===== config.mk =====
export PLATFORM = sky130hd
export DESIGN_NAME = atf_mac
export DESIGN_NICKNAME = d
export VERILOG_FILES = /design/src/rtl/atf_pkg.sv /design/src/rtl/atf_mac.sv
export SDC_FILE = /design/constraint.sdc
export NUM_CORES = 2
export LEC_CHECK = 0
export BUFFER_PORTS_ARGS = -buffer_cell sky130_fd_sc_hd__buf_2
export CAP_MARGIN = 20
export CORE_UTILIZATION = 50
export CTS_CLUSTER_DIAMETER = 40
export DETAILED_ROUTE_END_ITERATION = 6
export GPL_TIMING_DRIVEN = 0
export PLACE_DENSITY = 0.71
export RECOVER_POWER = 25
export SYNTH_ARGS = -nofsm -noshare
export SYNTH_HDL_FRONTEND = slang
export SYNTH_SLANG_ARGS = --single-unit

===== constraint.sdc =====
create_clock -name clk_i -period 17.2 [get_ports clk_i]
set_input_delay 5.16 -clock clk_i [delete_from_list [all_inputs] [get_ports clk_i]]
set_output_delay 5.16 -clock clk_i [all_outputs]
set_load 0.01 [all_outputs]

===== src/rtl/atf_pkg.sv =====
`timescale 1ns / 1ps
// Types, codes and constant tables shared by the affine transform accumulator.
package atf_pkg;

  localparam int XW            = 34;  // CORDIC x/y, sine and cosine (Q30 plus headroom)
  localparam int ZW            = 40;  // CORDIC angle in Q30 degrees
  localparam int PW            = 66;  // product of the shared multiplier
  localparam int AW            = 70;  // multiply-add accumulator
  localparam int MAX_STEPS     = 32;
  localparam int HALF_TURN_DEG = 180;

  localparam logic signed [XW-1:0] CORDIC_GAIN_Q30 = 34'sd652032874;

  // atan(2^-i) in Q30 degrees
  localparam logic [ZW-1:0] ATAN_DEG_Q30 [MAX_STEPS] = '{
    40'd48318382080, 40'd28524006506, 40'd15071301663, 40'd7650428051,
    40'd3840059796,  40'd1921901881,  40'd961185452,   40'd480622056,
    40'd240314695,   40'd120157806,   40'd60078960,    40'd30039487,
    40'd15019745,    40'd7509872,     40'd3754936,     40'd1877468,
    40'd938734,      40'd469367,      40'd234684,      40'd117342,
    40'd58671,       40'd29335,       40'd14668,       40'd7334,
    40'd3667,        40'd1833,        40'd917,         40'd458,
    40'd229,         40'd115,         40'd57,          40'd29
  };

  typedef enum logic [3:0] {
    OP_IDENTITY  = 4'd0,
    OP_TRANSLATE = 4'd1,
    OP_SCALE     = 4'd2,
    OP_ROTATE    = 4'd3,
    OP_XSKEW     = 4'd4,
    OP_YSKEW     = 4'd5,
    OP_MIRROR_H  = 4'd6,
    OP_MIRROR_V  = 4'd7,
    OP_MATRIX    = 4'd8,
    OP_POINT     = 4'd9
  } atf_op_e;

  typedef enum logic [3:0] {
    ST_IDLE, ST_CORD, ST_ROUND, ST_DIV, ST_MAC0, ST_MAC1, ST_MAC2, ST_MAC3, ST_DONE
  } atf_state_e;

  typedef enum logic [1:0] {
    MD_APPLY, MD_POINT, MD_ROT
  } atf_mode_e;

  typedef enum logic [2:0] {
    CS_IDLE, CS_RED, CS_WRAP, CS_FOLD, CS_ITER, CS_DONE
  } atf_cordic_state_e;

  typedef enum logic [1:0] {
    DV_IDLE, DV_RUN, DV_FIN
  } atf_div_state_e;

  typedef struct packed {
    logic mul;   // capture a new product
    logic load;  // load the accumulator with the start value
    logic add;   // add the held product
    logic full;  // full products and Q.F rounding, else halved products
  } atf_mac_ctl_t;

  typedef struct packed {
    logic [3:0]         operation;
    logic signed [31:0] arg_a;
    logic signed [31:0] arg_b;
    logic signed [31:0] arg_c;
    logic signed [31:0] arg_d;
    logic signed [31:0] arg_e;
    logic signed [31:0] arg_f;
  } atf_in_t;

  typedef struct packed {
    logic signed [31:0] m_xx;
    logic signed [31:0] m_xy;
    logic signed [31:0] m_tx;
    logic signed [31:0] m_yx;
    logic signed [31:0] m_yy;
    logic signed [31:0] m_ty;
    logic signed [31:0] point_x;
    logic signed [31:0] point_y;
    logic               error;
  } atf_out_t;

endpackage


===== src/rtl/atf_mac.sv =====
`timescale 1ns / 1ps
// Shared multiplier with accumulator, rounding and 32-bit saturation.
module atf_mac #(
  parameter int FRACTION_BITS = 16
) (
  input  logic                          clk_i,
  input  atf_pkg::atf_mac_ctl_t         ctl_i,
  input  logic signed [atf_pkg::XW-1:0] a_i,
  input  logic signed [31:0]            b_i,
  input  logic signed [atf_pkg::AW-1:0] init_i,
  output logic signed [31:0]            res_o
);

  localparam int AW = atf_pkg::AW;
  localparam int PW = atf_pkg::PW;
  localparam logic signed [AW-1:0] RND_F = AW'(1) << (FRACTION_BITS - 1);
  localparam logic signed [AW-1:0] RND_H = AW'(1) << (FRACTION_BITS - 2);
  localparam logic signed [AW-1:0] S_MAX = AW'(32'sh7fff_ffff);
  localparam logic signed [AW-1:0] S_MIN = AW'(-64'sd2147483648);

  logic signed [PW-1:0] p_q;
  logic signed [AW-1:0] acc_q, acc_d, rnd_v;

  always_ff @(posedge clk_i) begin
    if (ctl_i.mul) begin
      p_q <= a_i * b_i;
    end
    acc_q <= acc_d;
  end

  always_comb begin
    acc_d = acc_q;
    if (ctl_i.load) begin
      acc_d = init_i;
    end else if (ctl_i.add) begin
      acc_d = acc_q + (ctl_i.full ? AW'(p_q) : AW'(p_q >>> 1));
    end
  end

  always_comb begin
    if (ctl_i.full) begin
      rnd_v = (acc_q + RND_F) >>> FRACTION_BITS;
    end else begin
      rnd_v = (acc_q + RND_H) >>> (FRACTION_BITS - 1);
    end
    if (rnd_v > S_MAX) begin
      res_o = 32'sh7fff_ffff;
    end else if (rnd_v < S_MIN) begin
      res_o = 32'sh8000_0000;
    end else begin
      res_o = rnd_v[31:0];
    end
  end

endmodule


Yosys cells after proc, flatten, opt, wreduce, memory -nomap -nowiden
Index checks and enable logic that the tools add are counted.
W data, S select, Z words.
{"block": "totals", "regBits": 136, "input_bits": 141, "wordCells": 15, "out_inout_bits": 32}
{"block": "op_classes", "multipliers": 1, "n_addsub": 3, "n_mux": 6, "magnitude_cmp": 2, "n_reduce_logical": 1}
{"operator": "$mux W70", "count": 3}
{"operator": "$add A70 B16 Y70 const B", "count": 1}
{"operator": "$add A70 B17 Y70 const B", "count": 1}
{"operator": "$add A70 B66 Y70", "count": 1}
{"operator": "$gt A70 B32 Y1 const B", "count": 1}
{"operator": "$lt A70 B32 Y1 const B", "count": 1}
{"operator": "$mul A34 B32 Y66", "count": 1}
{"operator": "$mux W65", "count": 1}
{"operator": "$mux W32", "count": 2}
{"operator": "$reduce_bool A2 Y1", "count": 1}

Logic depth before layout (Yosys ltp)
{"block": "depth", "word_depth": 5, "depth_mapped": 31, "mapped_depth_nobuf": 28}

Worst setup path before layout
Ideal clock, no wire load.
{"block": "synth_timing", "path_type": "input -> register", "start": "in b_i[25]", "end": "reg p_q[63] (data pin)", "path_stages": 29, "arrival_ns": 12.947, "path_slack_ns": 3.995, "t_required_ns": 16.942, "path_cell_list": "clkbuf_1 clkbuf_1 nand2_1 fa_1 inv_1 fa_1 inv_1 fa_1 inv_1 fa_1 fa_1 fa_1 fa_1 inv_1 fa_1 inv_1 ha_1 clkbuf_1 nand4_1 or3_1 or4b_1 a211oi_1 a211oi_1 o2111ai_1 a2111oi_0 or3_1 o21bai_1 a21oi_1 xnor2_1"}
{"block": "synth_between", "elab_chain_cells": 1}
{"element": "start, declared", "line": "atf_mac.sv:9", "rtl": "input logic signed [31:0] b_i,"}
{"element": "$mul A34 B32 Y66", "line": "atf_mac.sv:26", "rtl": "p_q <= a_i * b_i;"}
{"element": "end signal, assigned", "line": "atf_mac.sv:26"}
{"element": "end, declared", "line": "atf_mac.sv:21", "rtl": "logic signed [PW-1:0] p_q;"}
No other way between the ends.
A chain may end at the register's enable or synchronous reset.

Worst setup path after layout
{"block": "layout_timing", "start": "in b_i[4]", "end": "reg p_q[63] (data pin)"}
The elaborated chain is that of the path after synthesis.

==> qor.yml <==
start_util_pct: 50.4
tightest_slew_ns: 3.46
grt_setup_unrepaired: "no"
status: "finished, violations left"
fillers: 9545
violations: "capacitance limit, slew limit"
cts_resized: 0
finalSetupViolations: 0
dieWidth_um: 322
synth_nets: 7243
cts_tree: "built"
hold_end: "acc_q[0]"
clock_sinks: 136
fp.dieH_um: 322
io_buffers: 161
max_freq_mhz: 65.2
reg2reg_depth: 14
synth_cells: 5700
vias: 41433
fin_crit_sh_pct: 89.2
hold-path-cell-count: 2
ios: 173
hold_class: "reg -> reg"
antenna_found_initial: 12
regToRegSetupSlack_ns: 12.37
netlist_area_um2: 51300
busiest_layer: "met2"
cts_setup_buffers: 0
wl_per_cell_um: 26.0
firstDrtPassIters: 6
grt_pass1_vias: 43340
clk_latency_ns: 0.50
met1_usage_pct: 47.1
maxSlewViolCount: 109
root_buffer: "clkbuf_16"
nNetsFinal: 7448
grt-ovfl-total: 0
fin_ws_ns: 1.85
tns_ns: 0
grtUsageMet2_pct: 57.8
avgSynthCellArea_um2: 9.00
r2r_end: "acc_q[69]"
yosysSeqAreaShare_pct: 7.96
cts_buffers: 25
multi_input_area_um2: 41700
cts_hold_buf: 0
synthFlopType: "edfxtp_1"
path_class: "in -> reg"
ys_warn_count: 0
drive_gt1_share_pct: 5.25
reg2reg_from: "p_q[27]"
seqCellArea_um2: 4080
synth-edff-count: 136
synth_cell_types: 78
clock_path_buffers: 3
drt-initial-drc-count: 3822
track_usage_pct: 37.5
rows: 117
fin_crit_ns: 15.35
grt_max_degree: 64
area_growth_pct: 6.73
hpwl_um: 159000
arrival_ns: 15.59
clk_pin_slew_worst_paths_ns: 0.06
vias_per_cell: 5.69
worstPathMaxFanout: 10
hold_viol_final: 0
crit_path_start_kind: "primary input"
skew_ns: 0.0226
maxCapViolCount: 2
min_from: "acc_q[0]"
cts_max_level: 4
drc: 0
coreArea_um2: 102000
post-route-util_pct: 53.8
pre_cts_ws_ns: 1.39
slew_headroom_pct: -130
synth_seq_cells: 136
gp_congestion: 1.07
end_kind: "flip-flop"
async_reset_ff_share_pct: 0
place_area_um2: 54000
design_area_um2: 54700
grt_use_met3_pct: 10.2
grt_pass1_wl_um: 279000
routed_wl_um: 190000
dieArea_um2: 104000
critical_path_required_ns: 17.44
drtAntennaViolNets: 0
[flip-flops by register name (all words and copies together), names as in the netlist]
signal,flops
acc_q,70
p_q,66
[cells by family after synthesis]
logic type | synth area share [%]
AOI/OAI and AO/OA | 7.34
xor gates and xnor gates | 3.79
adders and majority gates | 50.9
buffers and inverters | 10.7
DFF | 7.96
muxes | 1.88
and+or+nand+nor | 17.4
[per-layer routing]
metal,part of all wire [%],vias to the layer above
met4,7.1,10
met2,44,2317
met1,38,20723
met5,0.034,-
met3,11,568
li1,-,17815
[area by class of cell]
| cell class | count | share of cell area [%] |
|---|---|---|
| Multi-Input combinational cell | 4107 | 76.2 |
| Buffer | 312 | 2.18 |
| Inverter | 1145 | 7.85 |
| Clock buffer | 26 | 1.15 |
| Sequential cell | 136 | 7.46 |
| Antenna cell | 8 | 0.0366 |
| Tap cell | 1368 | 3.13 |
| Timing Repair Buffer | 178 | 1.90 |
| Clock inverter | 4 | 0.0846 |
[cells in the final DEF (no fill, tap or decap), types with 25 or more instances in the layout]
cell and instances:
nand4_1 54, nand2_1 730, xnor2_1 133, clkbuf_1 301, buf_2 168, mux2_2 68
fa_1 1142, nand2b_1 26, a21o_1 83, nor2_1 195, a31oi_1 30, ha_1 259
o21ai_0 165, edfxtp_1 136, clkbuf_16 25, xor2_1 89, nor3_1 62, nand3_1 66
inv_1 1142, a21oi_1 144, and2_1 549
[per-stage QoR]
stage          hold slack (ns)  cells
5_1_grt                  0.703   7276
4_1_cts                  0.679   7272
3_3_place_gp             0.657   7229
6_report                 0.674   7284
3_5_place_dp             0.664   7242
2_1_floorplan            0.649   5700
[Yosys cell counts (26+ instances only)]
cell type	count	area, um^2
nor2_1	195	732
nand2_1	730	2740
nand3_1	66	330
nand2b_1	26	163
nor3_1	62	310
mux2_2	68	766
and2_1	551	3450
clkbuf_1	295	1110
a21o_1	83	623
o21ai_0	165	826
fa_1	1143	22900
ha_1	259	3240
xnor2_1	133	1160
edfxtp_1	136	4080
a21oi_1	144	721
a31oi_1	30	188
nand4_1	54	338
inv_1	1142	4290
xor2_1	89	780
[critical path, cell delays in order]
cell       delay (ns)
clkbuf_1         0.85
clkbuf_1         0.69
nand2_1          0.18
fa_1             0.72
inv_1            0.11
fa_1             0.55
inv_1            0.06
fa_1             0.57
fa_1             0.51
inv_1            0.05
fa_1             0.52
fa_1             0.44
fa_1             0.54
inv_1            0.06
fa_1             0.81
inv_1            0.10
ha_1             0.41
a21o_1           0.21
o21bai_1         0.18
a22oi_1          0.20
o21ai_0          0.15
a211oi_1         0.90
o2111ai_1        0.37
a2111oi_0        0.61
or3_1            0.22
o21bai_1         0.07
a21oi_1          0.19
xnor2_1          0.11
[worst max-delay path by stage]
stage	cells after the start	startpoint	slack, ns	end
floorplan	29	b_i[25]	4.00	p_q[63]
finish	28	b_i[4]	1.85	p_q[63]
detailed placement	29	b_i[3]	1.39	p_q[65]
global placement	29	b_i[3]	1.34	p_q[65]
global route	29	b_i[4]	1.76	p_q[63]
CTS	29	b_i[3]	1.87	p_q[65]
Power is not shown: default switching activity piles up to over one toggle a cycle in this logic, so the estimate is an artifact.
