[config.mk]
export PLATFORM = sky130hd
export DESIGN_NAME = atf_div
export DESIGN_NICKNAME = d
export VERILOG_FILES = /design/src/rtl/atf_pkg.sv /design/src/rtl/atf_div.sv
export SDC_FILE = /design/constraint.sdc
export NUM_CORES = 1
export LEC_CHECK = 0
export BUFFER_PORTS_ARGS = -buffer_cell sky130_fd_sc_hd__buf_2
export CAP_MARGIN = 20
export CORE_MARGIN = 4
export CORE_UTILIZATION = 60
export CTS_CLUSTER_SIZE = 12
export DETAILED_ROUTE_END_ITERATION = 16
export PLACE_DENSITY_LB_ADDON = 0.08
export SLEW_MARGIN = 20
export SYNTH_ARGS = -nofsm -noshare
export SYNTH_HDL_FRONTEND = slang
export SYNTH_SLANG_ARGS = --single-unit
[constraint.sdc]
create_clock -name clk_i -period 4.9 [get_ports clk_i]
set_clock_uncertainty 0.15 [all_clocks]
set_input_delay 0.98 -clock clk_i [delete_from_list [all_inputs] [get_ports clk_i]]
set_output_delay 0.98 -clock clk_i [all_outputs]
set_load 0.005 [all_outputs]
[src/rtl/atf_pkg.sv]
`timescale 1ns / 1ps
// Types, codes and constant tables shared by the affine transform accumulator.
package atf_pkg;

  localparam int XW            = 34;  // CORDIC x/y, sine and cosine (Q30 plus headroom)
  localparam int ZW            = 40;  // CORDIC angle in Q30 degrees
  localparam int PW            = 66;  // product of the shared multiplier
  localparam int AW            = 70;  // multiply-add accumulator
  localparam int MAX_STEPS     = 32;
  localparam int HALF_TURN_DEG = 180;

  localparam logic signed [XW-1:0] CORDIC_GAIN_Q30 = 34'sd652032874;

  // atan(2^-i) in Q30 degrees
  localparam logic [ZW-1:0] ATAN_DEG_Q30 [MAX_STEPS] = '{
    40'd48318382080, 40'd28524006506, 40'd15071301663, 40'd7650428051,
    40'd3840059796,  40'd1921901881,  40'd961185452,   40'd480622056,
    40'd240314695,   40'd120157806,   40'd60078960,    40'd30039487,
    40'd15019745,    40'd7509872,     40'd3754936,     40'd1877468,
    40'd938734,      40'd469367,      40'd234684,      40'd117342,
    40'd58671,       40'd29335,       40'd14668,       40'd7334,
    40'd3667,        40'd1833,        40'd917,         40'd458,
    40'd229,         40'd115,         40'd57,          40'd29
  };

  typedef enum logic [3:0] {
    OP_IDENTITY  = 4'd0,
    OP_TRANSLATE = 4'd1,
    OP_SCALE     = 4'd2,
    OP_ROTATE    = 4'd3,
    OP_XSKEW     = 4'd4,
    OP_YSKEW     = 4'd5,
    OP_MIRROR_H  = 4'd6,
    OP_MIRROR_V  = 4'd7,
    OP_MATRIX    = 4'd8,
    OP_POINT     = 4'd9
  } atf_op_e;

  typedef enum logic [3:0] {
    ST_IDLE, ST_CORD, ST_ROUND, ST_DIV, ST_MAC0, ST_MAC1, ST_MAC2, ST_MAC3, ST_DONE
  } atf_state_e;

  typedef enum logic [1:0] {
    MD_APPLY, MD_POINT, MD_ROT
  } atf_mode_e;

  typedef enum logic [2:0] {
    CS_IDLE, CS_RED, CS_WRAP, CS_FOLD, CS_ITER, CS_DONE
  } atf_cordic_state_e;

  typedef enum logic [1:0] {
    DV_IDLE, DV_RUN, DV_FIN
  } atf_div_state_e;

  typedef struct packed {
    logic mul;   // capture a new product
    logic load;  // load the accumulator with the start value
    logic add;   // add the held product
    logic full;  // full products and Q.F rounding, else halved products
  } atf_mac_ctl_t;

  typedef struct packed {
    logic [3:0]         operation;
    logic signed [31:0] arg_a;
    logic signed [31:0] arg_b;
    logic signed [31:0] arg_c;
    logic signed [31:0] arg_d;
    logic signed [31:0] arg_e;
    logic signed [31:0] arg_f;
  } atf_in_t;

  typedef struct packed {
    logic signed [31:0] m_xx;
    logic signed [31:0] m_xy;
    logic signed [31:0] m_tx;
    logic signed [31:0] m_yx;
    logic signed [31:0] m_yy;
    logic signed [31:0] m_ty;
    logic signed [31:0] point_x;
    logic signed [31:0] point_y;
    logic               error;
  } atf_out_t;

endpackage

[src/rtl/atf_div.sv]
`timescale 1ns / 1ps
// Bit-serial signed divider for the skew tangent, truncating and saturating to 32 bits.
module atf_div #(
  parameter int FRACTION_BITS = 16
) (
  input  logic                          clk_i,
  input  logic                          rst_ni,
  input  logic                          start_i,
  input  logic signed [atf_pkg::XW-1:0] num_i,
  input  logic signed [atf_pkg::XW-1:0] den_i,
  output logic                          done_o,
  output logic signed [31:0]            quo_o
);

  localparam int XW = atf_pkg::XW;
  localparam int NW = 64;
  localparam logic [NW-1:0] POS_MAX = NW'(32'h7fff_ffff);
  localparam logic [NW-1:0] NEG_MAX = NW'(33'h0_8000_0000);

  atf_pkg::atf_div_state_e state_q, state_d;
  logic [NW-1:0] nq_q, nq_d;
  logic [XW-1:0] rem_q, rem_d, den_q, den_d, an_v, ad_v;
  logic [XW:0]   trial_v;
  logic          neg_q, neg_d;
  logic [5:0]    cnt_q, cnt_d;

  always_ff @(posedge clk_i or negedge rst_ni) begin
    if (!rst_ni) begin
      state_q <= atf_pkg::DV_IDLE;
    end else begin
      state_q <= state_d;
    end
  end

  always_ff @(posedge clk_i) begin
    nq_q  <= nq_d;
    rem_q <= rem_d;
    den_q <= den_d;
    neg_q <= neg_d;
    cnt_q <= cnt_d;
  end

  always_comb begin
    state_d = state_q;
    nq_d    = nq_q;
    rem_d   = rem_q;
    den_d   = den_q;
    neg_d   = neg_q;
    cnt_d   = cnt_q;
    an_v    = num_i[XW-1] ? XW'(-num_i) : XW'(num_i);
    ad_v    = den_i[XW-1] ? XW'(-den_i) : XW'(den_i);
    trial_v = {rem_q, nq_q[NW-1]};
    unique case (state_q)
      atf_pkg::DV_IDLE: begin
        if (start_i) begin
          nq_d    = NW'(an_v) << FRACTION_BITS;
          den_d   = ad_v;
          rem_d   = '0;
          neg_d   = num_i[XW-1] ^ den_i[XW-1];
          cnt_d   = '0;
          state_d = atf_pkg::DV_RUN;
        end
      end
      atf_pkg::DV_RUN: begin
        // shift one dividend bit in, one quotient bit out
        if (trial_v >= {1'b0, den_q}) begin
          rem_d = XW'(trial_v - {1'b0, den_q});
          nq_d  = {nq_q[NW-2:0], 1'b1};
        end else begin
          rem_d = trial_v[XW-1:0];
          nq_d  = {nq_q[NW-2:0], 1'b0};
        end
        cnt_d = cnt_q + 6'd1;
        if (cnt_q == 6'(NW - 1)) begin
          state_d = atf_pkg::DV_FIN;
        end
      end
      atf_pkg::DV_FIN: begin
        state_d = atf_pkg::DV_IDLE;
      end
      default: begin
        state_d = atf_pkg::DV_IDLE;
      end
    endcase
  end

  always_comb begin
    if (neg_q) begin
      quo_o = (nq_q > NEG_MAX) ? 32'sh8000_0000 : -$signed(nq_q[31:0]);
    end else begin
      quo_o = (nq_q > POS_MAX) ? 32'sh7fff_ffff : $signed(nq_q[31:0]);
    end
  end

  assign done_o = (state_q == atf_pkg::DV_FIN);

endmodule

Word-level counts from Yosys, hierarchy flattened
Cells that the tools add are included.
{"block": "classes", "reduce_logical": 5, "bitwise_logic": 1, "eq_ne": 5, "n_addsub": 5, "order_cmp": 3, "muxes": 16}
{"cell": "$pmux W64 S2", "count": 1}
{"cell": "$mux W34", "count": 3}
{"cell": "$mux W32", "count": 3}
{"cell": "$neg A34 Y34", "count": 2}
{"cell": "$pmux W34 S2", "count": 1}
{"cell": "$gt A64 B31 Y1 const B", "count": 1}
{"cell": "$gt A64 B32 Y1 const B", "count": 1}
{"cell": "$mux W64", "count": 1}
{"cell": "$ge A35 B34 Y1", "count": 1}
{"cell": "$sub A34 B34 Y34", "count": 1}
{"cell": "$mux W33", "count": 1}
{"cell": "$neg A32 Y32", "count": 1}
{"cell": "$pmux W6 S2", "count": 1}
{"cell": "$add A6 B1 Y6 const B", "count": 1}
{"cell": "$eq A6 B6 Y1 const B", "count": 1}
{"cell": "$mux W6", "count": 1}
{"cell": "$reduce_and A2 Y1", "count": 3}
{"cell": "$mux W2", "count": 2}
{"cell": "$ne A2 B2 Y1 const B", "count": 2}
{"cell": "$pmux W2 S2", "count": 1}
{"cell": "$eq A2 B1 Y1 const B", "count": 1}
{"cell": "$eq A2 B2 Y1 const B", "count": 1}
{"cell": "$logic_not A2 Y1", "count": 1}
{"cell": "$reduce_bool A2 Y1", "count": 1}
{"cell": "other kinds (2)", "count": 2}
{"block": "word_totals", "in_bits": 71, "reg_bits": 141, "output_inout_bits": 33, "wordCells": 42}

Depth between registers and ports, before layout
Gate-level depths: netlist (run 1).
{"block": "depth", "depth_word": 4, "mapped_depth": 14, "depth_no_buf": 12}

Worst setup path after synthesis (run 1)
Ideal clock, no wire load.
{"block": "synth_path", "path_kind": "register -> output", "from": "register nq_q[0]", "to": "output quo_o[29]", "path_stages_with_launch": 11, "path_slack_ns": 0.812, "arrival_time_ns": 2.958, "t_required_ns": 3.770, "path_cell_list": "edfxtp_1 -> inv_1 -> ha_1 -> or3b_2 -> or3_1 -> nor4_2 -> nand4_1 -> o41a_1 -> nor2_1 -> nor2_1 -> nor4_1"}
{"block": "synth_via", "elab_chain_cells": 3, "word_cells_on_any_way": 6}
{"item": "start: declaration", "line_no": "atf_div.sv:21", "text": "logic [NW-1:0] nq_q, nq_d;"}
{"item": "start signal: assignment", "line_no": "atf_div.sv:36", "text": "nq_q <= nq_d;"}
{"item": "$gt A64 B31 Y1, or another cell as far along", "line_no": "atf_div.sv:91", "text": "quo_o = (nq_q > POS_MAX) ? 32'sh7fff_ffff : $signed(nq_q[31:0]);"}
{"item": "$mux W32, on equally long branches", "line_no": "atf_div.sv:91, atf_div.sv:89"}
{"item": "$mux W32 (*)", "line_no": "atf_div.sv:88", "text": "if (neg_q) begin"}
{"item": "end: declaration", "line_no": "atf_div.sv:12", "text": "output logic signed [31:0] quo_o"}
Mark *: on every way between the ends. The rest lies on a longest branch, timed or not.

Final worst setup path (run 1)
{"block": "layout_path", "from": "register nq_q[0]", "to": "output quo_o[19]"}
The elaborated chain is that of the path after synthesis.

==> impl_metrics.json, run 1 <==
{
  "outcome": "completed",
  "synthCells": 1094,
  "avgSynthCellArea_um2": 9.124,
  "nFillCells": 1256,
  "die_w_um": 137.0,
  "timing.hold.ws_ps": 184.5,
  "grt.overflow.total": 0,
  "hold_violations": 0,
  "ir_drop_v": 0.0002723,
  "placementRows": 46,
  "finalCritPeriodShare_pct": 98.18,
  "dp_hpwl_mm": 16.60,
  "synth-seq-cells": 141,
  "grt_max_degree": 51,
  "setup_viol": 0,
  "cap_violations": 0,
  "io_buffers": 103,
  "synthTopCellsByArea": "edfxtp_1 42%, xnor2_1 4.8%, ha_1 4.8%, o21ai_0 4.5%, nand2_1 4.1%",
  "yosys.area.top_type_share_pct": 41.81,
  "grt_pass1_vias": 7667,
  "initial_core_util_pct": 61.94,
  "die_area_um2": 18760,
  "p_leak_uw": 0.004733,
  "firstDrtPassIters": 5,
  "grt_usage_pct": 25.09,
  "route.vias.total": 8460,
  "synth.distinct_cells": 66,
  "min_path_type": "in2async",
  "fp.dieH_um": 137.0,
  "ant_nets": 0,
  "syn_nets": 1204,
  "synth_flop_cell": "edfxtp_1",
  "htree_levels": 4,
  "clk-insertion-delay-late_ps": 420,
  "synth_top_cell_by_area": "edfxtp_1",
  "yosysWarnings": 0,
  "cts_buffers": 17,
  "crit_fanout": 6,
  "nNetsFinal": 1292,
  "power_density_nw_per_um2": 239.1,
  "grt_pass1_wl_mm": 37.72,
  "wire_per_inst_um": 16.52,
  "min_period_ps": 4811,
  "synthToLayoutAreaGrowth_pct": 13.88,
  "fin_tns_setup_ps": 0,
  "final_common_cell": "edfxtp_1",
  "clk_pin_slew_ps": 60,
  "drcViolationCount": 0,
  "drive_gt1_share_pct": 15.15,
  "cts_tree": "built",
  "diodes": 0,
  "worst_pin_slew_ps": 947.1,
  "cts_num_sinks": 141,
  "cp-end-kind": "output pin",
  "max_freq_ghz": 0.2079,
  "viasPerCell": 5.996,
  "drv_slew": 0,
  "first_iter_violations": 779,
  "cts_root_buffer": "clkbuf_16",
  "holdBufCountCts": 0,
  "final_cell_mix": "139 x edfxtp_1, 107 x nand2_1, 103 x buf_2",
  "path_class": "reg2out",
  "wl_mm": 23.32,
  "synth_edf_count": 139,
  "io-pin-count": 104,
  "antenna_found_initial": 0,
  "slew_headroom_pct": 36.86,
  "crit_arrival_ps": 3680,
  "ys_async_sr_fraction_pct": 1.418,
  "start_kind": "flip-flop",
  "cts.path.max_buffers": 2,
  "core-area_um2": 16120,
  "gp_congestion": 0.9222,
  "netlist_area_um2": 9982,
  "yosysSeqAreaShare_pct": 42.32,
  "cp_data_required_time_ps": 3770
}
## path summary, 6_finish.rpt
kind                            depth (start not counted)          to  startpoint  slack, ps
worst max-delay path                                   12   quo_o[19]     nq_q[0]         90
worst min-delay path                                    1  state_q[1]      rst_ni        180
worst max register to register                         10   rem_q[14]   rem_q[13]       1350
worst min register to register                          1    nq_q[63]    nq_q[62]        400
max in group asynchronous                               1  state_q[0]      rst_ni       4320
min in group clk_i                                      1    nq_q[63]    nq_q[62]        400
## routing by layer
| layer | routed length, µm | global-route usage [%] |
|---|---|---|
| met5 | 0 | 0 |
| met4 | 437 | 7.650 |
| met3 | 1580 | 3.750 |
| met2 | 10330 | 37.19 |
| met1 | 10970 | 38.05 |
## critical path, stage by stage (launching register included)
cell and delay, ps:
edfxtp_1 410, inv_1 100, ha_2 200, or3b_4 390, or3_4 370, nor4_4 310, nand4_1 190, o41a_1 480
nor2_4 240, buf_6 160, a31oi_1 90, o211ai_1 180, buf_2 140
## per-stage QoR
step	total power, µW	util, %	setup slack, ps	area, µm²	cells
final	2717	70.54	89.38	11370	1411
after global routing	2802	70.54	-49.67	11370	1411
after CTS	2730	69.94	44.81	11270	1405
after detailed placement	1470	66.28	404.4	10680	1373
after global placement	1466	66.28	545.6	10680	1373
after floorplan	1410	-	812.3	9982	1094
## sequential cells by signal, summed over array words and instances, names as in the netlist
| signal | count |
|---|---|
| neg_q | 1 |
| rem_q | 34 |
| cnt_q | 6 |
| nq_q | 64 |
| den_q | 34 |
| state_q | 2 |
## synth_stat cells (23+ instances only)
library cell,count
nand2_1,108
a21oi_1,75
nor2_1,91
nor3_1,27
inv_1,60
nand3_1,28
o21ai_0,90
edfxtp_1,139
ha_1,38
xnor2_1,55
clkbuf_1,48
mux2i_1,23
xor2_1,39
and2_1,31
## report_power, final
| part | leakage [µW] | internal, µW | switching [µW] |
|---|---|---|---|
| clock network | 0.000286 | 777 | 496 |
| logic | 0.00292 | 60.4 | 69.4 |
| registers | 0.00152 | 1310 | 0.0000000549 |
## cell type report
class / instances / area [µm²] / area share (%)
tap: 216 / 270.3 / 2.378
timing repair buffer: 123 / 673.1 / 5.922
clock inverter: 10 / 116.4 / 1.024
sequential: 141 / 4224 / 37.16
inverter: 61 / 229.0 / 2.014
multi-input combinational: 838 / 5390 / 47.42
clock buffer: 22 / 464.2 / 4.084
## kinds of logic (layout without fill, tap and decap cells)
family	count (synthesis)	in the layout	share of synthesized area, %
DFF	141	141	42.32
muxes	24	24	2.419
AOI/OAI and AO/OA	283	283	17.50
buffers and inverters	115	216	4.375
xor gates and xnor gates	94	94	8.248
adders and majority gates	39	39	4.964
and+or+nand+nor	398	398	20.18
## repair_timing
item                       CTS  global route
pin swaps                    0             5
setup endpoints to repair    9            24
resized for setup            1            15
gates cloned                 0             2
buffers inserted             0             4
Power figures use the tool's default switching activity.
==> run 2: changes to the inputs <==
Settings changed: BUFFER_PORTS_ARGS -buffer_cell sky130_fd_sc_hd__buf_2 to unset, CORE_UTILIZATION 60 to 65, DONT_BUFFER_PORTS set to 1.
==> run 2 against run 1 <==
- sequential share of layout area increased by 1.6 points
- critical path depth stayed put
- sequential power hardly changed
- sequential cell count stayed put
- global-route usage up 2.2 points
- cell count decreased by 9.0%
- via count shrank 4.0%
- clock power up 8%
- die area is 7.3% lower
- final area decreased by 4.2%
- critical endpoint is now quo_o[29]
- largest cell class unchanged
==> impl_metrics.json, run 2 (same netlist as run 1, synthesis figures left out) <==
{
  "outcome": "completed",
  "viasPerCell": 6.323,
  "wl_mm": 23.42,
  "fin_tns_setup_ps": 0,
  "reg2reg_from": "rem_q[13]",
  "reg_top3": "nq_q: 64 flops, den_q: 34 flops, rem_q: 34 flops",
  "drive_gt1_share_pct": 7.482,
  "grt_max_degree": 82,
  "final_cell_mix": "139 x edfxtp_1, 107 x nand2_1, 90 x o21ai_0",
  "drcViolationCount": 0,
  "io_buffers": 0,
  "worst_slack_ps": 230.1,
  "critPathLaunch": "nq_q[1]",
  "cts_num_sinks": 141,
  "final_common_cell": "edfxtp_1",
  "fin_area_um2": 10890,
  "gp_congestion": 0.9571,
  "clk-insertion-delay-late_ps": 430,
  "first_iter_violations": 664,
  "post-place-ws_ps": 403.8,
  "path_class": "reg2out",
  "p_leak_uw": 0.004356,
  "clk_pin_slew_ps": 60,
  "slew_headroom_pct": 45.02,
  "r2r_cells": 10,
  "nNetsFinal": 1193,
  "placementRows": 45,
  "die_w_um": 131.9,
  "fp.dieH_um": 131.9,
  "r2r_slack_ps": 1070,
  "regMostFlops": "nq_q",
  "route.vias.total": 8119,
  "ir_drop_v": 0.0002794,
  "rr_endpoint": "rem_q[19]",
  "placed_area_um2": 10150,
  "grt_usage_pct": 27.25,
  "cp_data_required_time_ps": 3770,
  "drv_slew": 0,
  "crit_arrival_ps": 3540,
  "initial_core_util_pct": 65.91,
  "die_area_um2": 17400,
  "max_freq_ghz": 0.2141,
  "firstDrtPassIters": 5,
  "cts_tree": "built",
  "ant_nets": 0,
  "setup_viol": 0,
  "cts_root_buffer": "clkbuf_16",
  "total_power_uw": 2758,
  "min_period_ps": 4670,
  "hold_violations": 0,
  "wire_per_inst_um": 18.24,
  "multi_input_area_um2": 5376,
  "grt.overflow.total": 0,
  "synthToLayoutAreaGrowth_pct": 9.049,
  "largest_reg_flops": 64,
  "min_path_type": "in2async",
  "ff_latch_area_um2": 4224,
  "nFillCells": 1172,
  "endpoint": "quo_o[29]",
  "crit_fanout": 9,
  "worst_pin_slew_ps": 822.9,
  "cp-end-kind": "output pin",
  "start_kind": "flip-flop",
  "grt_pass1_wl_mm": 38.94,
  "antenna_found_initial": 0,
  "cts_buffers": 17,
  "grt_pass1_vias": 7842,
  "cap_violations": 0,
  "io-pin-count": 104,
  "core-area_um2": 15150,
  "cts.path.max_buffers": 2,
  "finalCritPeriodShare_pct": 95.30,
  "dp_hpwl_mm": 16.44,
  "timing.hold.ws_ps": 92.31,
  "power_density_nw_per_um2": 253.3,
  "htree_levels": 4,
  "diodes": 0
}
-- run 2: where the power goes --
| part | total (µW) | switching, µW | leakage (µW) | internal (µW) |
|---|---|---|---|---|
| registers | 1310 | 0.0000000572 | 0.00152 | 1310 |
| clock network | 1370 | 517 | 0.000297 | 852 |
| logic | 74.6 | 32.4 | 0.00254 | 42.1 |
-- run 2: worst max-delay path: stages, from the launching register on --
cell	delay [ps]
edfxtp_1	430
inv_2	90
ha_2	190
or3b_4	390
or3_4	380
nor4_4	140
buf_4	150
nand4_1	140
o41a_1	460
nor2_2	150
buf_6	120
nor2_2	90
nor4_1	390
-- run 2: per-layer routing --
layer	share of wire [%]	track usage (%)
met5	0	0
met2	47	43.73
met3	5.7	4.962
met1	45	38.02
met4	1.7	8.226
-- run 2: how the worst min path moves through the flow --
stage	to	slack, ps	from	depth (start not counted)
floorplan	nq_q[39]	370	nq_q[38]	2
global placement	nq_q[54]	380	nq_q[53]	1
detailed placement	nq_q[54]	390	nq_q[53]	1
CTS	state_q[0]	80	rst_ni	0
global route	state_q[0]	80	rst_ni	0
finish	state_q[0]	90	rst_ni	0
-- run 2: area by class of cell --
| cell class | instances | share of cell area, % |
|---|---|---|
| clock inverters | 14 | 1.724 |
| repair buffers | 24 | 1.874 |
| inverters | 61 | 2.103 |
| flip-flops and latches | 141 | 38.80 |
| clock buffers | 18 | 3.943 |
| well taps | 188 | 2.161 |
| multi-input cells | 838 | 49.39 |
-- run 2: per-stage QoR --
step                      cells  utilization, %
after floorplan            1094               -
after global placement     1245           67.04
after detailed placement   1245           67.04
after CTS                  1277           71.17
after global routing       1284           71.87
final                      1284           71.87
-- run 2: what timing repair did --
action | CTS | global route
setup endpoints to repair | 3 | 25
resized for setup | 2 | 9
pin swaps | 1 | 3
buffers inserted | 0 | 6
hold buffers | 0 | 0
